===== src/cowbt_ram.sv =====
`timescale 1ns / 1ps
// Generic simple dual-port RAM: one write port, one read port, registered read.
// No dependencies.
module cowbt_ram #(
    parameter int WIDTH = 32,
    parameter int DEPTH = 32
) (
    input  logic                                   clk,
    input  logic                                   wr_en,
    input  logic [(DEPTH > 1 ? $clog2(DEPTH) : 1)-1:0] wr_addr,
    input  logic [WIDTH-1:0]                       wr_data,
    input  logic                                   rd_en,
    input  logic [(DEPTH > 1 ? $clog2(DEPTH) : 1)-1:0] rd_addr,
    output logic [WIDTH-1:0]                       rd_data
);
    logic [WIDTH-1:0] mem_reg [DEPTH];
    logic [WIDTH-1:0] rd_data_reg;

    always_ff @(posedge clk)
    begin
        if (wr_en)
        begin
            mem_reg[wr_addr] <= wr_data;
        end
        if (rd_en)
        begin
            rd_data_reg <= mem_reg[rd_addr];
        end
    end

    assign rd_data = rd_data_reg;
endmodule


===== config.mk =====
export PLATFORM = sky130hd
export DESIGN_NAME = cowbt_ram
export DESIGN_NICKNAME = d
export VERILOG_FILES = /design/src/cowbt_ram.sv
export SDC_FILE = /design/constraint.sdc
export NUM_CORES = 1
export LEC_CHECK = 0
export BUFFER_PORTS_ARGS = -buffer_cell sky130_fd_sc_hd__buf_2
export CAP_MARGIN = 10
export CORE_ASPECT_RATIO = 1.25
export CORE_UTILIZATION = 67
export DETAILED_ROUTE_END_ITERATION = 8
export PLACE_DENSITY = 0.84
export SYNTH_ARGS = -nofsm -noshare
export SYNTH_HDL_FRONTEND = slang
export SYNTH_SLANG_ARGS = --single-unit
export TNS_END_PERCENT = 100

===== constraint.sdc =====
create_clock -name clk -period 8.42 [get_ports clk]
set_clock_uncertainty 0.15 [all_clocks]
set_input_delay 0.842 -clock clk [delete_from_list [all_inputs] [get_ports clk]]
set_output_delay 0.842 -clock clk [all_outputs]
set_load 0.02 [all_outputs]

==> impl_metrics.ini <==
[logic_synthesis]
yosysWarnings = 0
synth_fp_nets = 2305
synth_area_mm2 = 0.04081
ys_seq_elements = 1056
syn_inst = 2260
synth_area_per_cell_um2 = 18.06
synth_top_area_share = 0.7771
seq_area_frac_synth = 0.7771
synth_cell_types = 24
yosys-top-cells-area = edfxtp_1, mux2i_1, a22oi_1
synth_area_leader_cell = edfxtp_1

[die]
fp.dieW_um = 222.7
ioPinCount = 77
placementRows = 100
core_area_mm2 = 0.05993
initial_core_util = 0.6809
die-height_um = 277.9
design.die.area_mm2 = 0.06190

[route]
drc = 0
wl_um = 98060
first_pass_iters = 8
ant_nets = 0
dr.first_iter.drc_count = 2994
vias = 22150
drt-vias-per-instance = 6.940
avgRoutedWirePerCell_um = 30.73

[sta]
final.period_utilization = 0.4122
setup_viol = 0
final-max-slew-violation-count = 0
worstMarginPinSlew_ns = 1.275
max_freq_mhz = 288.1
hold_viol = 0
relSlewSlack = 0.1502
hold_slack_ns = 0.5127
fin_setup_tns_ns = 0
setup_slack_ns = 4.949
rsz0062_at_grt = no
fin_crit_ns = 3.471

[cells_and_area]
fillerInstances = 3007
final_nets = 2397
layout_common_cells = edfxtp_1, mux2i_1, nand3_1, nand2_1, clkbuf_16
final_common_cell = edfxtp_1
area_delta_synth_final_pct = 10.17
final_layout_size_suffix_gt1_frac = 0.1223
post-route-util = 0.7501
seq_area_mm2 = 0.03171
multiInputGateArea_mm2 = 0.008610
largest_register_ffs = 1024

[setup_path]
cp.arrival_ns = 3.70
cp.required_ns = 8.65
path_class = input pin to flop
cpMostUsedCell = buf_4
worst_path_largest_cell_delay_ns = 0.72
path_buf_inv = 3
cp-end-kind = flop
path_cells = buf_2, and2b_4, buf_4, buf_4, a22o_1, nor3_1, a31oi_1, nand3_1
cp_max_fo = 45
critical_path.slowest_cell = and2b_4
cpLargestDelayFamily = buffers and inverters
crit_path_start_kind = input pin

[cts]
post_cts_buffers = 0
cts_tree = built
cts_root_buf = clkbuf_16
cts_resized = 0
htree_num_levels = 3
clk_latency_ns = 0.64
clkTransAtPathRegs_ns = 0.06
hold_buffers = 0
cts_buffers = 92
clk_path_buf_depth = 3
numClockSinks = 1056

[place]
place_congestion = 0.8132
post-place-ws_ns = 4.423
port_buffers = 76
dp_hpwl_um = 47140

[global_route]
grt_pass1_vias = 22110
grt_max_degree = 125
antenna_found_initial = 4
overflow = 0
grt_pass1_wl_um = 140300
track_usage = 0.3189

[power]
p_leak_nw = 15.61
power.total_mw = 10.49
vdd_ir_drop_max_mv = 0.1763
powerDensity_mw_per_mm2 = 233.4

[min_path]
holdCritPathClass = flop to flop

[flow_run]
maxCapViolCount = 0

[run_status]
status = completed
cell families (layout without fill, tap and decap cells):
| family | after synthesis | after routing | share of synthesized area |
|---|---|---|---|
| compound gates | 288 | 288 | 0.04808 |
| buf+inv | 127 | 288 | 0.01846 |
| flops | 1056 | 1056 | 0.7771 |
| mux | 512 | 512 | 0.1256 |
| other cells | 0 | 5 | 0 |
| simple gates | 277 | 277 | 0.03076 |
power breakdown:
part | switching, mW | internal, mW | leakage, nW | total, mW
clock | 1.79 | 2.28 | 1.41 | 4.06
combinational | 0.366 | 0.167 | 4.65 | 0.533
sequential | 0.0274 | 5.87 | 9.54 | 5.89
total | 2.18 | 8.31 | 15.6 | 10.5
metal layers:
metal  vias to the layer above  global-route usage  share of wire
li1                       9173                   -              -
met3                       338             0.05624           0.11
met4                         4              0.1804          0.054
met2                      1608              0.5265           0.49
met5                         -                   0        0.00023
met1                     11020              0.4028           0.34
synth_stat cells:
| master | number |
|---|---|
| nand3_1 | 98 |
| buf_1 | 5 |
| nand2b_1 | 2 |
| or3_1 | 1 |
| and2_1 | 1 |
| nor2_1 | 34 |
| mux2i_1 | 512 |
| a21oi_1 | 96 |
| buf_4 | 33 |
| nor3_1 | 32 |
| or2_2 | 1 |
| and2b_1 | 1 |
| buf_2 | 26 |
| clkbuf_4 | 2 |
| nor2b_1 | 1 |
| edfxtp_1 | 1056 |
| a22o_1 | 64 |
| nand3b_1 | 5 |
| buf_6 | 15 |
| a22oi_1 | 96 |
| or3b_2 | 3 |
| a31oi_1 | 32 |
| clkbuf_1 | 46 |
| nand2_1 | 98 |
per-stage QoR:
step                cell area, um^2  std cells
detailed placement            42060       3023
global route                  44940       3187
CTS                           44940       3186
global placement              42060       3023
floorplan                     40810       2260
finish                        44950       3191
worst register-to-register path: stages (launching register included):
cell and delay (ns):
edfxtp_1 0.37, mux2i_1 0.18, a22o_1 0.17, nor3_1 0.05
a31oi_1 0.35, nand3_1 0.14
layout make-up:
| type | count | area share |
|---|---|---|
| sequential | 1056 | 0.7054 |
| multi-input combinational | 1077 | 0.1915 |
| clock buffer | 113 | 0.05533 |
| tap | 765 | 0.02129 |
| timing repair buffer | 125 | 0.01742 |
| clock inverter | 50 | 0.008767 |
| antenna | 5 | 0.0002783 |
path summary, 6_finish.rpt:
path	startpoint	endpoint	slack, ns	cells past startpoint
worst min register to register	mem_reg[16][0]	rd_data[0]	0.51	4
worst max register to register	mem_reg[1][20]	rd_data[20]	6.72	5
worst max-delay path	rd_addr[2]	rd_data[13]	4.95	8
worst min-delay path	mem_reg[16][0]	rd_data[0]	0.51	4
No activity file was read; power rests on OpenSTA's default activity.
