<file path="src/cowbt_pkg.sv">
`timescale 1ns / 1ps
// Copy-on-write block tracker: shared types, codes and result builder.
// No dependencies; imported by cowbt_cmp, cowbt_ctrl and the top module.
package cowbt_pkg;

    localparam logic [1:0] ACT_WRITE   = 2'd0;
    localparam logic [1:0] ACT_RECOVER = 2'd1;
    localparam logic [1:0] ACT_FLUSH   = 2'd2;

    localparam logic [1:0] KIND_WRITE   = 2'd0;
    localparam logic [1:0] KIND_RUN     = 2'd1;
    localparam logic [1:0] KIND_NOTHING = 2'd2;
    localparam logic [1:0] KIND_FLUSH   = 2'd3;

    localparam logic [1:0] ST_OK     = 2'd0;
    localparam logic [1:0] ST_FULL   = 2'd1;
    localparam logic [1:0] ST_BEYOND = 2'd2;

    localparam logic [1:0] CFG_USE_BITMAP   = 2'd0;
    localparam logic [1:0] CFG_LOG_CAPACITY = 2'd1;

    localparam logic       USE_BITMAP_RESET   = 1'b1;
    localparam logic [5:0] LOG_CAPACITY_RESET = 6'd32;
    localparam logic [5:0] MAX_RUNS           = 6'd32;

    typedef struct packed {
        logic [1:0]  action;
        logic [31:0] block_pos;
        logic [31:0] recover_limit;
    } cmd_t;

    typedef struct packed {
        logic [1:0]  kind;
        logic [1:0]  status;
        logic        must_save;
        logic [4:0]  log_slot;
        logic [31:0] run_first;
        logic [31:0] run_last;
        logic        last_result;
    } res_t;

    typedef struct packed {
        logic       use_bitmap;
        logic [5:0] log_capacity;
    } cfg_t;

    typedef struct packed {
        logic match;     // entry equals block position
        logic le_limit;  // entry at or below recover limit
        logic adjacent;  // entry follows the open run's last position
    } cmp_res_t;

    function automatic res_t make_res(
        input logic [1:0]  kind,
        input logic [1:0]  status,
        input logic        must_save,
        input logic [4:0]  log_slot,
        input logic [31:0] run_first,
        input logic [31:0] run_last,
        input logic        last_result
    );
        res_t r;
        r.kind        = kind;
        r.status      = status;
        r.must_save   = must_save;
        r.log_slot    = log_slot;
        r.run_first   = run_first;
        r.run_last    = run_last;
        r.last_result = last_result;
        return r;
    endfunction

endpackage

</file>
<file path="src/cowbt_cmp.sv">
`timescale 1ns / 1ps
// Shared compare unit: tests one log entry against the key, limit and open run.
// Depends on cowbt_pkg.
module cowbt_cmp (
    input  logic [31:0]         data,
    input  logic [31:0]         key,
    input  logic [31:0]         limit,
    input  logic [31:0]         run_last,
    output cowbt_pkg::cmp_res_t res
);
    import cowbt_pkg::*;

    logic [32:0] next_pos;

    // 33-bit successor so that a run ending at the top position never extends
    assign next_pos     = {1'b0, run_last} + 33'd1;
    assign res.match    = (data == key);
    assign res.le_limit = (data <= limit);
    assign res.adjacent = ({1'b0, data} == next_pos);
endmodule

</file>
<file path="src/cowbt_ctrl.sv">
`timescale 1ns / 1ps
// Sequencer of the block tracker: command decode, log walk, run coalescing,
// bitmap read-modify-write and clearing sweep. Depends on cowbt_pkg, cowbt_cmp.
module cowbt_ctrl #(
    parameter int LOG_DEPTH  = 32,
    parameter int MAP_BLOCKS = 65536
) (
    input  logic                    clk,
    input  logic                    rst_n,
    input  logic                    start,
    output logic                    busy,
    input  cowbt_pkg::cmd_t         cmd,
    input  cowbt_pkg::cfg_t         cfg,
    output cowbt_pkg::res_t         result,
    output logic                    result_valid,
    output logic                    log_wr_en,
    output logic [(LOG_DEPTH > 1 ? $clog2(LOG_DEPTH) : 1)-1:0] log_wr_addr,
    output logic [31:0]             log_wr_data,
    output logic                    log_rd_en,
    output logic [(LOG_DEPTH > 1 ? $clog2(LOG_DEPTH) : 1)-1:0] log_rd_addr,
    input  logic [31:0]             log_rd_data,
    output logic                    map_wr_en,
    output logic [((MAP_BLOCKS + 63) / 64 > 1 ? $clog2((MAP_BLOCKS + 63) / 64) : 1)-1:0]
                                    map_wr_addr,
    output logic [63:0]             map_wr_data,
    output logic                    map_rd_en,
    output logic [((MAP_BLOCKS + 63) / 64 > 1 ? $clog2((MAP_BLOCKS + 63) / 64) : 1)-1:0]
                                    map_rd_addr,
    input  logic [63:0]             map_rd_data
);
    import cowbt_pkg::*;

    localparam int IDX_W    = LOG_DEPTH > 1 ? $clog2(LOG_DEPTH) : 1;
    localparam int MAP_ROWS = (MAP_BLOCKS + 63) / 64;
    localparam int ROW_W    = MAP_ROWS > 1 ? $clog2(MAP_ROWS) : 1;
    localparam int CW       = (IDX_W + 2 > 7) ? IDX_W + 2 : 7;

    localparam logic [ROW_W-1:0] ROW_LAST  = ROW_W'(MAP_ROWS - 1);
    localparam logic [CW-1:0]    DEPTH_CAP = CW'(LOG_DEPTH);
    localparam logic [31:0]      MAP_LIMIT = 32'(MAP_BLOCKS);

    typedef enum logic [5:0] {
        S_CLEAR   = 6'b000001,
        S_IDLE    = 6'b000010,
        S_WALK    = 6'b000100,
        S_DECIDE  = 6'b001000,
        S_REC_END = 6'b010000,
        S_REC_OUT = 6'b100000
    } state_t;

    state_t            state_reg, state_next;
    cmd_t              cmd_reg, cmd_next;
    logic [IDX_W-1:0]  count_reg, count_next;
    logic [IDX_W-1:0]  idx_reg, idx_next;
    logic [IDX_W-1:0]  proc_idx_reg, proc_idx_next;
    logic              rd_vld_reg, rd_vld_next;
    logic              found_reg, found_next;
    logic [ROW_W-1:0]  clr_row_reg, clr_row_next;
    logic              flush_reg, flush_next;
    logic              open_reg, open_next;
    logic [31:0]       first_reg, first_next;
    logic [31:0]       last_reg, last_next;
    logic [IDX_W-1:0]  start_reg, start_next;
    logic [5:0]        nruns_reg, nruns_next;
    logic              pend_vld_reg, pend_vld_next;
    logic [31:0]       pend_first_reg, pend_first_next;
    logic [31:0]       pend_last_reg, pend_last_next;
    logic [IDX_W-1:0]  pend_start_reg, pend_start_next;
    res_t              res_reg, res_next;
    logic              res_vld_reg, res_vld_next;

    cmp_res_t          cmp;
    logic              issue;
    logic              produce;
    logic              saved;
    logic              full;
    logic              extend;
    logic [CW-1:0]     cap_eff;

    cowbt_cmp u_cmp (
        .data     (log_rd_data),
        .key      (cmd_reg.block_pos),
        .limit    (cmd_reg.recover_limit),
        .run_last (last_reg),
        .res      (cmp)
    );

    assign cap_eff = (CW'(cfg.log_capacity) > DEPTH_CAP) ? DEPTH_CAP : CW'(cfg.log_capacity);
    assign full    = (CW'(count_reg) + CW'(1)) >= cap_eff;
    assign saved   = cfg.use_bitmap ? map_rd_data[cmd_reg.block_pos[5:0]] : found_reg;
    assign extend  = open_reg && cmp.le_limit && cmp.adjacent;

    assign log_wr_addr = count_reg;
    assign log_wr_data = cmd_reg.block_pos;
    assign log_rd_addr = idx_reg;

    always_comb
    begin
        state_next      = state_reg;
        cmd_next        = cmd_reg;
        count_next      = count_reg;
        idx_next        = idx_reg;
        proc_idx_next   = proc_idx_reg;
        rd_vld_next     = rd_vld_reg;
        found_next      = found_reg;
        clr_row_next    = clr_row_reg;
        flush_next      = flush_reg;
        open_next       = open_reg;
        first_next      = first_reg;
        last_next       = last_reg;
        start_next      = start_reg;
        nruns_next      = nruns_reg;
        pend_vld_next   = pend_vld_reg;
        pend_first_next = pend_first_reg;
        pend_last_next  = pend_last_reg;
        pend_start_next = pend_start_reg;
        res_next        = '0;
        res_vld_next    = 1'b0;
        issue           = 1'b0;
        produce         = 1'b0;
        log_wr_en       = 1'b0;
        log_rd_en       = 1'b0;
        map_wr_en       = 1'b0;
        map_wr_addr     = ROW_W'(cmd_reg.block_pos >> 6);
        map_wr_data     = map_rd_data | (64'd1 << cmd_reg.block_pos[5:0]);
        map_rd_en       = 1'b0;
        map_rd_addr     = ROW_W'(cmd.block_pos >> 6);

        case (state_reg)
            S_CLEAR:
            begin
                map_wr_en   = 1'b1;
                map_wr_addr = clr_row_reg;
                map_wr_data = '0;
                if (clr_row_reg == ROW_LAST)
                begin
                    state_next = S_IDLE;
                    if (flush_reg)
                    begin
                        res_next     = make_res(KIND_FLUSH, ST_OK, 1'b0, 5'd0, 32'd0, 32'd0,
                                                1'b1);
                        res_vld_next = 1'b1;
                        flush_next   = 1'b0;
                    end
                end
                else
                begin
                    clr_row_next = clr_row_reg + ROW_W'(1);
                end
            end

            S_IDLE:
            begin
                if (start)
                begin
                    cmd_next    = cmd;
                    idx_next    = '0;
                    rd_vld_next = 1'b0;
                    case (cmd.action)
                        ACT_WRITE:
                        begin
                            found_next = 1'b0;
                            if (!cfg.use_bitmap)
                            begin
                                state_next = S_WALK;
                            end
                            else if (cmd.block_pos >= MAP_LIMIT)
                            begin
                                res_next     = make_res(KIND_WRITE, ST_BEYOND, 1'b0, 5'd0,
                                                        32'd0, 32'd0, 1'b1);
                                res_vld_next = 1'b1;
                            end
                            else
                            begin
                                map_rd_en  = 1'b1;
                                state_next = S_DECIDE;
                            end
                        end
                        ACT_RECOVER:
                        begin
                            open_next     = 1'b0;
                            nruns_next    = '0;
                            pend_vld_next = 1'b0;
                            state_next    = S_WALK;
                        end
                        ACT_FLUSH:
                        begin
                            count_next   = '0;
                            clr_row_next = '0;
                            flush_next   = 1'b1;
                            state_next   = S_CLEAR;
                        end
                        default:
                        begin
                        end
                    endcase
                end
            end

            S_WALK:
            begin
                // one log read issued per cycle, compared on the registered read data in the next cycle
                issue = (idx_reg != count_reg);
                if (issue)
                begin
                    log_rd_en     = 1'b1;
                    idx_next      = idx_reg + IDX_W'(1);
                    proc_idx_next = idx_reg;
                end
                rd_vld_next = issue;
                if (rd_vld_reg)
                begin
                    if (cmd_reg.action == ACT_WRITE)
                    begin
                        if (cmp.match)
                        begin
                            found_next = 1'b1;
                        end
                    end
                    else if (extend)
                    begin
                        last_next = log_rd_data;
                    end
                    else
                    begin
                        produce   = open_reg && (nruns_reg < MAX_RUNS);
                        open_next = cmp.le_limit;
                        if (cmp.le_limit)
                        begin
                            first_next = log_rd_data;
                            last_next  = log_rd_data;
                            start_next = proc_idx_reg;
                        end
                    end
                end
                if (!issue && !rd_vld_reg)
                begin
                    state_next = (cmd_reg.action == ACT_WRITE) ? S_DECIDE : S_REC_END;
                end
            end

            S_DECIDE:
            begin
                state_next   = S_IDLE;
                res_vld_next = 1'b1;
                if (saved)
                begin
                    res_next = make_res(KIND_WRITE, ST_OK, 1'b0, 5'd0, 32'd0, 32'd0, 1'b1);
                end
                else if (full)
                begin
                    res_next = make_res(KIND_WRITE, ST_FULL, 1'b0, 5'd0, 32'd0, 32'd0, 1'b1);
                end
                else
                begin
                    log_wr_en  = 1'b1;
                    map_wr_en  = cfg.use_bitmap;
                    count_next = count_reg + IDX_W'(1);
                    res_next   = make_res(KIND_WRITE, ST_OK, 1'b1, 5'(count_reg), 32'd0, 32'd0,
                                          1'b1);
                end
            end

            S_REC_END:
            begin
                produce    = open_reg && (nruns_reg < MAX_RUNS);
                state_next = S_REC_OUT;
            end

            S_REC_OUT:
            begin
                state_next   = S_IDLE;
                res_vld_next = 1'b1;
                if (pend_vld_reg)
                begin
                    res_next = make_res(KIND_RUN, ST_OK, 1'b0, 5'(pend_start_reg),
                                        pend_first_reg, pend_last_reg, 1'b1);
                end
                else
                begin
                    res_next = make_res(KIND_NOTHING, ST_OK, 1'b0, 5'd0, 32'd0, 32'd0, 1'b1);
                end
            end

            default:
            begin
                state_next = S_IDLE;
            end
        endcase

        // a closed run is held back one step so the final one can carry last_result
        if (produce)
        begin
            if (pend_vld_reg)
            begin
                res_next     = make_res(KIND_RUN, ST_OK, 1'b0, 5'(pend_start_reg),
                                        pend_first_reg, pend_last_reg, 1'b0);
                res_vld_next = 1'b1;
            end
            pend_vld_next   = 1'b1;
            pend_first_next = first_reg;
            pend_last_next  = last_reg;
            pend_start_next = start_reg;
            nruns_next      = nruns_reg + 6'd1;
        end
    end

    always_ff @(posedge clk or negedge rst_n)
    begin
        if (!rst_n)
        begin
            state_reg    <= S_CLEAR;
            count_reg    <= '0;
            idx_reg      <= '0;
            rd_vld_reg   <= 1'b0;
            found_reg    <= 1'b0;
            clr_row_reg  <= '0;
            flush_reg    <= 1'b0;
            open_reg     <= 1'b0;
            nruns_reg    <= '0;
            pend_vld_reg <= 1'b0;
            res_vld_reg  <= 1'b0;
        end
        else
        begin
            state_reg    <= state_next;
            count_reg    <= count_next;
            idx_reg      <= idx_next;
            rd_vld_reg   <= rd_vld_next;
            found_reg    <= found_next;
            clr_row_reg  <= clr_row_next;
            flush_reg    <= flush_next;
            open_reg     <= open_next;
            nruns_reg    <= nruns_next;
            pend_vld_reg <= pend_vld_next;
            res_vld_reg  <= res_vld_next;
        end
    end

    always_ff @(posedge clk)
    begin
        cmd_reg        <= cmd_next;
        proc_idx_reg   <= proc_idx_next;
        first_reg      <= first_next;
        last_reg       <= last_next;
        start_reg      <= start_next;
        pend_first_reg <= pend_first_next;
        pend_last_reg  <= pend_last_next;
        pend_start_reg <= pend_start_next;
        res_reg        <= res_next;
    end

    assign busy         = (state_reg != S_IDLE);
    assign result       = res_reg;
    assign result_valid = res_vld_reg;
endmodule

</file>
<file path="config.mk">
export PLATFORM = sky130hd
export DESIGN_NAME = cowbt_ctrl
export DESIGN_NICKNAME = d
export VERILOG_FILES = /design/src/cowbt_pkg.sv /design/src/cowbt_cmp.sv /design/src/cowbt_ctrl.sv
export SDC_FILE = /design/constraint.sdc
export NUM_CORES = 1
export LEC_CHECK = 0
export BUFFER_PORTS_ARGS = -buffer_cell sky130_fd_sc_hd__clkbuf_2
export CAP_MARGIN = 20
export CORE_MARGIN = 3
export CORE_UTILIZATION = 53
export CTS_CLUSTER_SIZE = 28
export DETAILED_ROUTE_END_ITERATION = 10
export GPL_TIMING_DRIVEN = 0
export PLACE_DENSITY = 0.8
export SETUP_SLACK_MARGIN = 0.15
export SLEW_MARGIN = 15
export SYNTH_ARGS = -nofsm -noshare
export SYNTH_HDL_FRONTEND = slang
export SYNTH_HIERARCHICAL = 1
export SYNTH_SLANG_ARGS = --single-unit
</file>
<file path="constraint.sdc">
create_clock -name clk -period 4.8 [get_ports clk]
set_input_delay 0.72 -clock clk [delete_from_list [all_inputs] [get_ports clk]]
set_output_delay 0.72 -clock clk [all_outputs]
set_load 0.01 [all_outputs]
</file>
==> flow_summary.toml <==
[power_and_ir_drop]
finalPower_mw = 8.35
peakVddDrop_mv = 0.305
cellPowerDensity_nw_per_um2 = 456
leakagePower_nw = 8.03

[clock_tree]
insertion_delay_ns = 0.51
holdBufCountCts = 0
cts_repair_resize_count = 0
clockBufferDepth = 3
htree_levels = 2
cts_made_buffers = 35
cts.sinks = 322
cts_tree = "yes"
clk_pin_slew_ns = 0.06
clockRootBuffer = "clkbuf_16"
cts_setup_buffers = 0

[synth]
yosysSeqAreaShare = 0.593
synth_area_leaders = "edfxtp_1 43%, dfxtp_1 10%, dfrtp_1 6.3%"
yosys_warnings = 6
synth_cells = 1270
async_flop_share = 0.118
synth-seq-cells = 322
synthesis.nets = 1488
yosys_most_used_dff = "edfxtp_1"
synth_top_cell_by_area = "edfxtp_1"
synth_area_sq_um = 14700
yosysUniqueCellTypes = 76
postSynthAreaPerCell_sq_um = 11.6
synth_edf_count = 209
netlist.area_leader.share = 0.426

[floorplanning]
core_sq_um = 27100
dieArea_sq_um = 29800
num_rows = 60
start_util = 0.543
die_x_um = 173
num_io_pins = 379
die_y_um = 173

[placed_design]
gp_congestion = 0.990
place_inst = 2022
dp_hpwl_um = 35000
place.port_buffers = 378

[timing]
hold_viol_final = 0
max_slew.worst_pin.slew_ns = 1.03
slew-limit-headroom = 0.313
post-route-period-util = 0.913
rsz0062_at_grt = "false"
setup_viol = 0
slew_violations = 0
layout_min_cycle_time_ns = 4.38
timing.fmax_mhz = 228
finClkSkew_ns = 0.0163

[global_routing]
antenna_found_initial = 3
grt_pass1_vias = 11800
grt_pass1_wl_um = 67000
overflow = 0
grt_max_degree = 74
grtUsageTotal = 0.291

[critical_path]
max_stage_delay_ns = 0.52
cp.arrival_ns = 4.78
cp-end-kind = "flop"
criticalPathCategory = "reg2reg"
crit_chain = "ha_1, nand3_2, nor4_4, a21oi_1, or4b_1, nor4_2, nand4_1, nor4_4, nand2_1, a21oi_1, nor3b_2, o21a_2, buf_2, and2_1"
start_kind = "flop"
crit_family = "simple AND/OR/NAND/NOR gates"
cp_slowest_cell = "nor4_4"
worstPathMaxFanout = 10
path_buf_inv = 1
critPathRequiredTime_ns = 5.19

[detailed_routing]
drt-vias-per-instance = 5.51
route.vias.total = 11500
ant_nets = 0
drc = 0
drt-total-wl_um = 44900
wire_per_inst_um = 21.5
drtPass1Iterations = 5
first_iter_violations = 767

[finish]
mostFrequentLayoutCells = "378 x clkbuf_2, 209 x edfxtp_1, 113 x nor2_1"
drive_gt1_frac = 0.309
largest_reg_flops = 75
fin_cells = 2087
nets = 1905
mostFrequentLayoutCell = "clkbuf_2"
utilization = 0.675
area_growth_pct = 24.3

[worst_hold_path]
hold_class = "in2async"

[outcome]
run_status = "finished clean"

[run]
max_cap_viol_count = 0
==> layer usage <==
layer,vias to the layer above,part of all wire,track usage
met5,-,0,0
met4,0,0.049,0.136
met3,113,0.072,0.0610
met2,526,0.53,0.544
met1,5539,0.35,0.315
li1,5331,-,-
==> stage by stage <==
stage	worst slack [ns]	instance area, sq um	setup TNS (ns)	hold slack, ns
2_1_floorplan	0.543	14700	0	0.400
3_3_place_gp	-1.08	17100	-39.93	0.401
3_5_place_dp	0.341	17200	0	0.405
4_1_cts	0.343	18300	0	0.368
5_1_grt	0.223	18300	0	0.364
6_report	0.417	18300	0	0.371
==> report_power, final <==
part	switching, mW	internal [mW]
sequential	0.287	3.32
combinational	1.32	0.812
clock	1.06	1.54
total	2.67	5.68
==> cell families after synthesis <==
logic type                 Yosys count  synth area share
and+or+nand+nor                    448             0.160
DFF                                322             0.593
AOI/OAI and AO/OA                  185            0.0762
buffers and inverters              139            0.0482
xor gates and xnor gates            86            0.0512
adders and majority gates           46            0.0391
muxes                               44            0.0322
==> Yosys cell counts (3+ instances only) <==
| master | count |
|---|---|
| nand2b_1 | 11 |
| dfrtp_1 | 37 |
| o2111ai_1 | 3 |
| or3_1 | 3 |
| nor2_1 | 113 |
| a31oi_1 | 7 |
| nor3_1 | 23 |
| buf_2 | 18 |
| nand4_1 | 28 |
| nor3b_1 | 5 |
| o21ai_0 | 28 |
| xor2_1 | 64 |
| nor4_1 | 15 |
| ha_1 | 46 |
| nor2b_1 | 11 |
| and2_1 | 69 |
| nor4_2 | 3 |
| o21a_1 | 4 |
| o21ai_1 | 5 |
| a22oi_1 | 5 |
| mux2_2 | 6 |
| inv_1 | 56 |
| or4_1 | 3 |
| edfxtp_1 | 209 |
| and3_1 | 3 |
| a21oi_1 | 90 |
| nand3_1 | 32 |
| clkbuf_1 | 20 |
| nand2_1 | 97 |
| nor4_4 | 3 |
| a221oi_1 | 3 |
| dfxtp_1 | 75 |
| and4_1 | 6 |
| xnor2_1 | 22 |
| or2_2 | 3 |
| a21o_1 | 12 |
| buf_4 | 44 |
| mux2i_1 | 35 |
| and2_0 | 3 |
==> layout make-up <==
| type | instances | area [sq um] |
|---|---|---|
| multi-input combinational | 809 | 5300 |
| buffer | 82 | 498 |
| inverter | 57 | 219 |
| timing repair buffer | 380 | 1950 |
| sequential | 322 | 8730 |
| tap | 372 | 465 |
| clock inverter | 18 | 164 |
| antenna | 3 | 7.51 |
| fill | 2081 | 8810 |
| clock buffer | 44 | 961 |
==> final timing paths <==
check	cells past startpoint	slack, ns	end	startpoint
worst max-delay path	14	0.42	result[63]	last_reg[0]
worst min-delay path	1	0.37	nruns_reg[5]	rst_n
worst max register to register	14	0.42	result[63]	last_reg[0]
worst min register to register	0	0.42	pend_first_reg[22]	first_reg[22]
max in group asynchronous	1	3.77	clr_row_reg[5]	rst_n
min in group clk	1	0.38	cmd_reg[27]	cmd[27]
(Power assumes the default switching activity.)
